`src/design/fvn_pkg.sv`:
```
// Shared constants, register codes and the lattice value lookup table for the noise block.
`default_nettype none
package fvn_pkg;

  localparam int FRAC_BITS   = 16;
  localparam int INT_BITS    = 8;
  localparam int COORD_W     = INT_BITS + FRAC_BITS;
  localparam int FREQ_W      = 16;
  localparam int FREQ_FRAC   = 12;
  localparam int OCT_W       = 4;
  localparam int SEED_W      = 8;
  localparam int NOISE_W     = 16;
  localparam int CFG_DATA_W  = 16;
  localparam int CFG_IDX_W   = 2;
  localparam int WEIGHT_W    = FRAC_BITS + 1;
  localparam int SAMPLE_W    = COORD_W;
  localparam int DEF_MAX_OCTAVES = 8;

  localparam logic [WEIGHT_W-1:0] ONE = WEIGHT_W'(1) << FRAC_BITS;

  localparam logic [SEED_W-1:0] SEED_RST      = '0;
  localparam logic [FREQ_W-1:0] FREQUENCY_RST = FREQ_W'(4096);
  localparam logic [OCT_W-1:0]  OCTAVES_RST   = OCT_W'(7);

  typedef enum logic [CFG_IDX_W-1:0] {
    CFG_SEED      = 2'd0,
    CFG_FREQUENCY = 2'd1,
    CFG_OCTAVES   = 2'd2,
    CFG_UNUSED    = 2'd3
  } cfg_index_t;

  localparam logic [7:0] PERM_TABLE [0:255] = '{
    8'd208, 8'd34, 8'd231, 8'd213, 8'd32, 8'd248, 8'd233, 8'd56, 8'd161, 8'd78,
    8'd24, 8'd140, 8'd71, 8'd48, 8'd140, 8'd254, 8'd245, 8'd255, 8'd247, 8'd247,
    8'd40, 8'd185, 8'd248, 8'd251, 8'd245, 8'd28, 8'd124, 8'd204, 8'd204, 8'd76,
    8'd36, 8'd1, 8'd107, 8'd28, 8'd234, 8'd163, 8'd202, 8'd224, 8'd245, 8'd128,
    8'd167, 8'd204, 8'd9, 8'd92, 8'd217, 8'd54, 8'd239, 8'd174, 8'd173, 8'd102,
    8'd193, 8'd189, 8'd190, 8'd121, 8'd100, 8'd108, 8'd167, 8'd44, 8'd43, 8'd77,
    8'd180, 8'd204, 8'd8, 8'd81, 8'd70, 8'd223, 8'd11, 8'd38, 8'd24, 8'd254,
    8'd210, 8'd210, 8'd177, 8'd32, 8'd81, 8'd195, 8'd243, 8'd125, 8'd8, 8'd169,
    8'd112, 8'd32, 8'd97, 8'd53, 8'd195, 8'd13, 8'd203, 8'd9, 8'd47, 8'd104,
    8'd125, 8'd117, 8'd114, 8'd124, 8'd165, 8'd203, 8'd181, 8'd235, 8'd193, 8'd206,
    8'd70, 8'd180, 8'd174, 8'd0, 8'd167, 8'd181, 8'd41, 8'd164, 8'd30, 8'd116,
    8'd127, 8'd198, 8'd245, 8'd146, 8'd87, 8'd224, 8'd149, 8'd206, 8'd57, 8'd4,
    8'd192, 8'd210, 8'd65, 8'd210, 8'd129, 8'd240, 8'd178, 8'd105, 8'd228, 8'd108,
    8'd245, 8'd148, 8'd140, 8'd40, 8'd35, 8'd195, 8'd38, 8'd58, 8'd65, 8'd207,
    8'd215, 8'd253, 8'd65, 8'd85, 8'd208, 8'd76, 8'd62, 8'd3, 8'd237, 8'd55,
    8'd89, 8'd232, 8'd50, 8'd217, 8'd64, 8'd244, 8'd157, 8'd199, 8'd121, 8'd252,
    8'd90, 8'd17, 8'd212, 8'd203, 8'd149, 8'd152, 8'd140, 8'd187, 8'd234, 8'd177,
    8'd73, 8'd174, 8'd193, 8'd100, 8'd192, 8'd143, 8'd97, 8'd53, 8'd145, 8'd135,
    8'd19, 8'd103, 8'd13, 8'd90, 8'd135, 8'd151, 8'd199, 8'd91, 8'd239, 8'd247,
    8'd33, 8'd39, 8'd145, 8'd101, 8'd120, 8'd99, 8'd3, 8'd186, 8'd86, 8'd99,
    8'd41, 8'd237, 8'd203, 8'd111, 8'd79, 8'd220, 8'd135, 8'd158, 8'd42, 8'd30,
    8'd154, 8'd120, 8'd67, 8'd87, 8'd167, 8'd135, 8'd176, 8'd183, 8'd191, 8'd253,
    8'd115, 8'd184, 8'd21, 8'd233, 8'd58, 8'd129, 8'd233, 8'd142, 8'd39, 8'd128,
    8'd211, 8'd118, 8'd137, 8'd139, 8'd255, 8'd114, 8'd20, 8'd218, 8'd113, 8'd154,
    8'd27, 8'd127, 8'd246, 8'd250, 8'd1, 8'd8, 8'd198, 8'd250, 8'd209, 8'd92,
    8'd222, 8'd173, 8'd21, 8'd88, 8'd102, 8'd219
  };

endpackage
`default_nettype wire

```
`src/design/fvn_div.sv`:
```
// Pipelined restoring divider, one quotient bit per stage, for the weight normalization.
`default_nettype none
module fvn_div #(
  parameter int NUM_W = 32,
  parameter int DEN_W = 16
) (
  input  wire logic                          clk,
  input  wire logic [fvn_pkg::NOISE_W-1:0]   en,
  input  wire logic [NUM_W-1:0]              num,
  input  wire logic [DEN_W-1:0]              den,
  output logic      [fvn_pkg::NOISE_W-1:0]   quo
);
  import fvn_pkg::*;

  logic [NUM_W-1:0]   rem [1:NOISE_W-1];
  logic [NOISE_W-1:0] qv  [1:NOISE_W];

  for (genvar k = 0; k < NOISE_W; k++) begin : g_bit
    localparam int SH = NOISE_W - 1 - k;
    logic [NUM_W-1:0]   rem_in;
    logic [NOISE_W-1:0] q_in;
    logic [NUM_W-1:0]   cand;
    logic               take;
    if (k == 0) begin : g_head
      assign rem_in = num;
      assign q_in   = '0;
    end else begin : g_body
      assign rem_in = rem[k];
      assign q_in   = qv[k];
    end
    assign cand = NUM_W'(den) << SH;
    assign take = rem_in >= cand;
    always_ff @(posedge clk) begin
      if (en[k]) begin
        qv[k+1] <= {q_in[NOISE_W-2:0], take};
      end
    end
    // the last stage only needs its quotient bit
    if (k < NOISE_W - 1) begin : g_rem
      always_ff @(posedge clk) begin
        if (en[k]) begin
          rem[k+1] <= take ? rem_in - cand : rem_in;
        end
      end
    end
  end

  assign quo = qv[NOISE_W];

endmodule
`default_nettype wire
```
`config.mk`:
```
export PLATFORM = sky130hd
export DESIGN_NAME = fvn_div
export DESIGN_NICKNAME = d
export VERILOG_FILES = /design/src/design/fvn_pkg.sv /design/src/design/fvn_div.sv
export SDC_FILE = /design/constraint.sdc
export NUM_CORES = 1
export LEC_CHECK = 0
export ABC_CLOCK_PERIOD_IN_PS = 6000
export BUFFER_PORTS_ARGS = -buffer_cell sky130_fd_sc_hd__buf_2
export CAP_MARGIN = 20
export CORE_MARGIN = 2
export CORE_UTILIZATION = 25
export CTS_BUF_LIST = sky130_fd_sc_hd__clkbuf_4 sky130_fd_sc_hd__clkbuf_8
export DETAILED_ROUTE_END_ITERATION = 12
export HOLD_SLACK_MARGIN = 0.1
export PLACE_DENSITY = 0.36
export SYNTH_ARGS = -nofsm -noshare
export SYNTH_HDL_FRONTEND = slang
export SYNTH_SLANG_ARGS = --single-unit
```
`constraint.sdc`:
```
create_clock -name clk -period 6 [get_ports clk]
set_input_delay 1.2 -clock clk [delete_from_list [all_inputs] [get_ports clk]]
set_output_delay 1.2 -clock clk [all_outputs]
set_load 0.05 [all_outputs]
```
# --- Word-level counts from Yosys, hierarchy flattened ---
# Memory sizes are Yosys's and may differ from the RTL's.
# Cells that the tools add are included.
word_totals:
  ff_bits: 0
  mem_bits_rw: 736
  inputBits: 65
  output_inout_bits: 16
  word_cells: 80
  memories: 2
op_classes:
  add_sub_neg: 15
  magnitude_cmp: 16
  n_mux: 47
mem_list:
  columns: ["name", "words", "word_bits", "read_ports", "rd_clocked_by_memory_dff", "wr", "line", "text"]
  rows:
  - ["rem", 15, 32, 15, 0, 15, "fvn_div.sv:15", "logic [NUM_W-1:0] rem [1:NOISE_W-1];"]
  - ["qv", 16, 16, 16, 0, 16, "fvn_div.sv:16", "logic [NOISE_W-1:0] qv [1:NOISE_W];"]
op_table:
  columns: ["op", "count"]
  rows:
  - ["$mux W32", 15]
  - ["$ge A32 B16 Y1", 1]
  - ["$ge A32 B17 Y1", 1]
  - ["$ge A32 B18 Y1", 1]
  - ["$ge A32 B19 Y1", 1]
  - ["$ge A32 B20 Y1", 1]
  - ["$ge A32 B21 Y1", 1]
  - ["$ge A32 B22 Y1", 1]
  - ["$ge A32 B23 Y1", 1]
  - ["$ge A32 B24 Y1", 1]
  - ["$ge A32 B25 Y1", 1]
  - ["$ge A32 B26 Y1", 1]
  - ["$ge A32 B27 Y1", 1]
  - ["$ge A32 B28 Y1", 1]
  - ["$ge A32 B29 Y1", 1]
  - ["$ge A32 B30 Y1", 1]
  - ["$ge A32 B31 Y1", 1]
  - ["$mux W1", 32]
  - ["$sub A32 B17 Y32", 1]
  - ["$sub A32 B18 Y32", 1]
  - ["$sub A32 B19 Y32", 1]
  - ["$sub A32 B20 Y32", 1]
  - ["$sub A32 B21 Y32", 1]
  - ["$sub A32 B22 Y32", 1]
  - ["other kinds (9)", 9]

# --- Longest topological paths before layout ---
# An unclocked memory read counts as a cell.
logic_depth:
  word_depth: 3
  mapped_depth: 13
  ltp_nobuf: 12

# --- Least setup slack after synthesis ---
# OpenSTA, ideal clock, no wires.
synth_path:
  path_type: "input-to-reg"
  start: "input port den[1]"
  end: "memory rem[13][23] (data pin)"
  setup_time_ps: 259
  arrival_time_ps: 4294
  t_required_ps: 5741
  slack_ps: 1447
  path_stages: 10
  path_buffers: 0
  path_cell_list: "inv_1 -> ha_1 -> nor2b_1 -> o31a_1 -> o21ai_0 -> a2111oi_0 -> nor3_1 -> or4_1 -> or3b_2 -> xnor2_1"
synth_rtl:
  columns: ["item", "line", "text"]
  rows:
  - ["start, declared", "fvn_div.sv:10", "input wire logic [DEN_W-1:0] den,"]
  - ["end, declared", "fvn_div.sv:15", null]

==> out/qor.yml <==
clock_network:
  clk_latency_ps: 820
  clk_pin_slew_worst_paths_ps: 60
  clock_path_buffers: 3
  cts_tree: "built"
  ctsResizeCount: 0
  cts_buffers: 116
  h-tree-depth: 3
  cts_sinks: 616
  root_buffer: "clkbuf_8"
  cts_setup_buffers: 0
  cts-hold-fix-buffers: 0
global_route:
  grt_max_degree: 48
  grt_pass1_wl_um: 161000
  grt_pass1_vias: 25790
  grt_antenna_before_repair: 6
  grt_overflow_total: 0
  track_usage_pct: 14.3
power_and_ir_drop:
  worst_ir_drop_vdd_mv: 0.185
  share_seq_of_total_power_pct: 38.3
  p_int_uw: 11800
  power_frac_comb_pct: 37.4
  leakagePower_uw: 0.0152
  p_sw_share_pct: 36.4
  clkPwrFrac_pct: 24.3
  power.density_nw_per_um2: 444
  p_switching_uw: 6740
placed_design:
  place_hpwl_um: 80200
  placed_area_um2: 39200
  port-buffer-count: 80
  place_inst: 5245
  routabilityCongestion: 0.800
synth:
  synth.distinct_cells: 84
  syn-num-nets: 3607
  synthTopCellsByArea: "edfxtp_1 (51%), ha_1 (8.9%), a21oi_1 (4.0%), xnor2_1 (3.8%), xor2_1 (3.0%)"
  ys_async_sr_fraction_pct: 0
  syn-mean-instance-area_um2: 11.1
  synth_common_cells: "edfxtp_1 (616), a21oi_1 (287), nor2_1 (281)"
  ys_seq_area_share_pct: 51.1
  synth_warnings: 0
  synth-main-ff-cell: "edfxtp_1"
  synth_cells: 3271
  netlist.area_leader.share_pct: 51.1
  yosysMostFrequentCell: "edfxtp_1"
  synth_area_um2: 36200
  synth_edf_count: 616
  synth-seq-cells: 616
  yosys.area.top_type: "edfxtp_1"
sta:
  hold_violations: 0
  post-route-period-util_pct: 78.4
  relSlewSlack_pct: 25.9
  timing.final.crit_period_ps: 4710
  rsz0062_at_grt: "no"
  finalSetupTns_ps: 0
  finalSetupViolations: 0
  holdWs_ps: 394
  clock.fmax_mhz: 212
  worst_pin_slew_ps: 1080
  fin_skew_ps: 47.0
  slew_violations: 0
critical_path:
  required_ps: 6560
  cp_slowest_stage_delay_ps: 830
  end_kind: "flop"
  critPathLaunch: "den[15]"
  path_cells: "buf_2, clkinv_1, buf_4, ha_1, nand2_1, or3_1, nor4_1, a211oi_1, o2111a_1, nor4b_1, o41ai_1, xnor2_1"
  cp-start-kind: "input pin"
  critPathSlowestCell: "nor4_1"
  cp_max_fo: 18
  crit_arrival_ps: 5270
  worstSetupPathType: "in2reg"
  r2r-start: "rem[7][18]"
job:
  maxCapViolCount: 0
route:
  drtIter0Drc: 1689
  drt-total-wl_um: 106000
  wl_met2_um: 49600
  wl_met3_um: 3650
  vias: 25769
  routed.top_layer: "met4"
  drt_pre_antenna_iters: 9
  ant_nets: 0
  avgViaCountPerCell: 4.71
  wl_per_cell_um: 19.4
  drc_errors: 2
  met1Wirelength_um: 49900
status:
  outcome: "finished with violations"
  violations: "DRC"
final_layout:
  final-instance-count-excl-fill: 5466
  fin_nets: 3799
  final_area_um2: 41700
  final_util_pct: 29.0
  areaGrowthSynthToFinish_pct: 15.3
  final_layout_size_suffix_gt1_share_pct: 11.7
  fillers: 15024
die:
  core-area_um2: 144000
  die_w_um: 384
  rows: 139
  die_area_um2: 148000
  start_util_pct: 25.2
  io_pins: 81
  die-height_um: 384
worst_hold_path:
  hp-start: "qv[0][202]"
  min_path_type: "reg2reg"
==> per-stage QoR <==
stage	setup WS (ps)	total power [uW]
2_1_floorplan	1450	12000
3_3_place_gp	368	14200
3_5_place_dp	375	14100
4_1_cts	1300	18800
5_1_grt	1070	19900
6_report	1290	18500
==> worst max-delay path: cells and delay by family <==
kind | cells | cell delay (ps)
AND/OR/NAND/NOR | 4 | 1770
buffers and inverters | 3 | 930
AO/OA/AOI/OAI | 3 | 750
adder cells (fa/ha/maj) | 1 | 450
XOR/XNOR | 1 | 140
==> area by class of cell <==
cell class / count / area (um^2) / share of cell area (%)
clock inverters: 72 / 674 / 1.62
diodes: 1 / 2.50 / 0.00600
inverters: 104 / 393 / 0.942
repair buffers: 142 / 913 / 2.19
well taps: 1903 / 2380 / 5.71
flip-flops and latches: 616 / 18500 / 44.3
clock buffers: 145 / 1810 / 4.35
multi-input cells: 2483 / 17000 / 40.8
==> power groups by stage <==
stage | Sequential, uW | Clock [uW] | Combinational, uW
after CTS | 7140 | 4690 | 6970
after detailed placement | 7220 | 0 | 6920
after floorplan | 6760 | 0 | 5260
after global placement | 7230 | 0 | 6990
after global routing | 7220 | 4870 | 7850
final | 7090 | 4500 | 6920
==> cell families (layout without fill, tap and decap cells) <==
family | Yosys count | after routing | synth area share [%]
flip-flops | 616 | 616 | 51.1
other | 0 | 1 | 0
AND/OR/NAND/NOR | 1046 | 1046 | 14.5
XOR/XNOR | 284 | 284 | 6.88
AO/OA/AOI/OAI | 830 | 830 | 14.3
adder cells (fa/ha/maj) | 271 | 271 | 9.68
multiplexers | 52 | 52 | 1.60
buffers and inverters | 172 | 463 | 1.88
==> routing by layer <==
metal	GRT usage, %	vias to the layer above
met4	3.94	0
met2	23.4	414
met3	2.57	159
met5	0	-
met1	19.2	12321
li1	-	12875
==> state kept, by name, summed over array words and instances (netlist names) <==
name / flops
qv: 136
rem: 480
==> cells in the final DEF, fill, tap and decap left out, drive strengths merged, types with 54 or more instances in the layout <==
master  synthesis  layout
clkbuf         57     145
o21ai         182     182
nor3           95      95
a21o           74      74
buf            11     142
xnor2         159     159
inv           104     107
clkinv          0      54
nand3          73      73
a21oi         287     287
nor2          281     281
xor2          125     125
nand2         237     237
edfxtp        616     616
ha            256     256
==> final timing paths <==
check,cells past startpoint,to,slack [ps]
max,12,rem[8][30],1290
min,0,qv[0][219],390
max reg2reg,9,rem[8][30],2090
min reg2reg,0,qv[0][219],390
(Power assumes the default switching activity.)
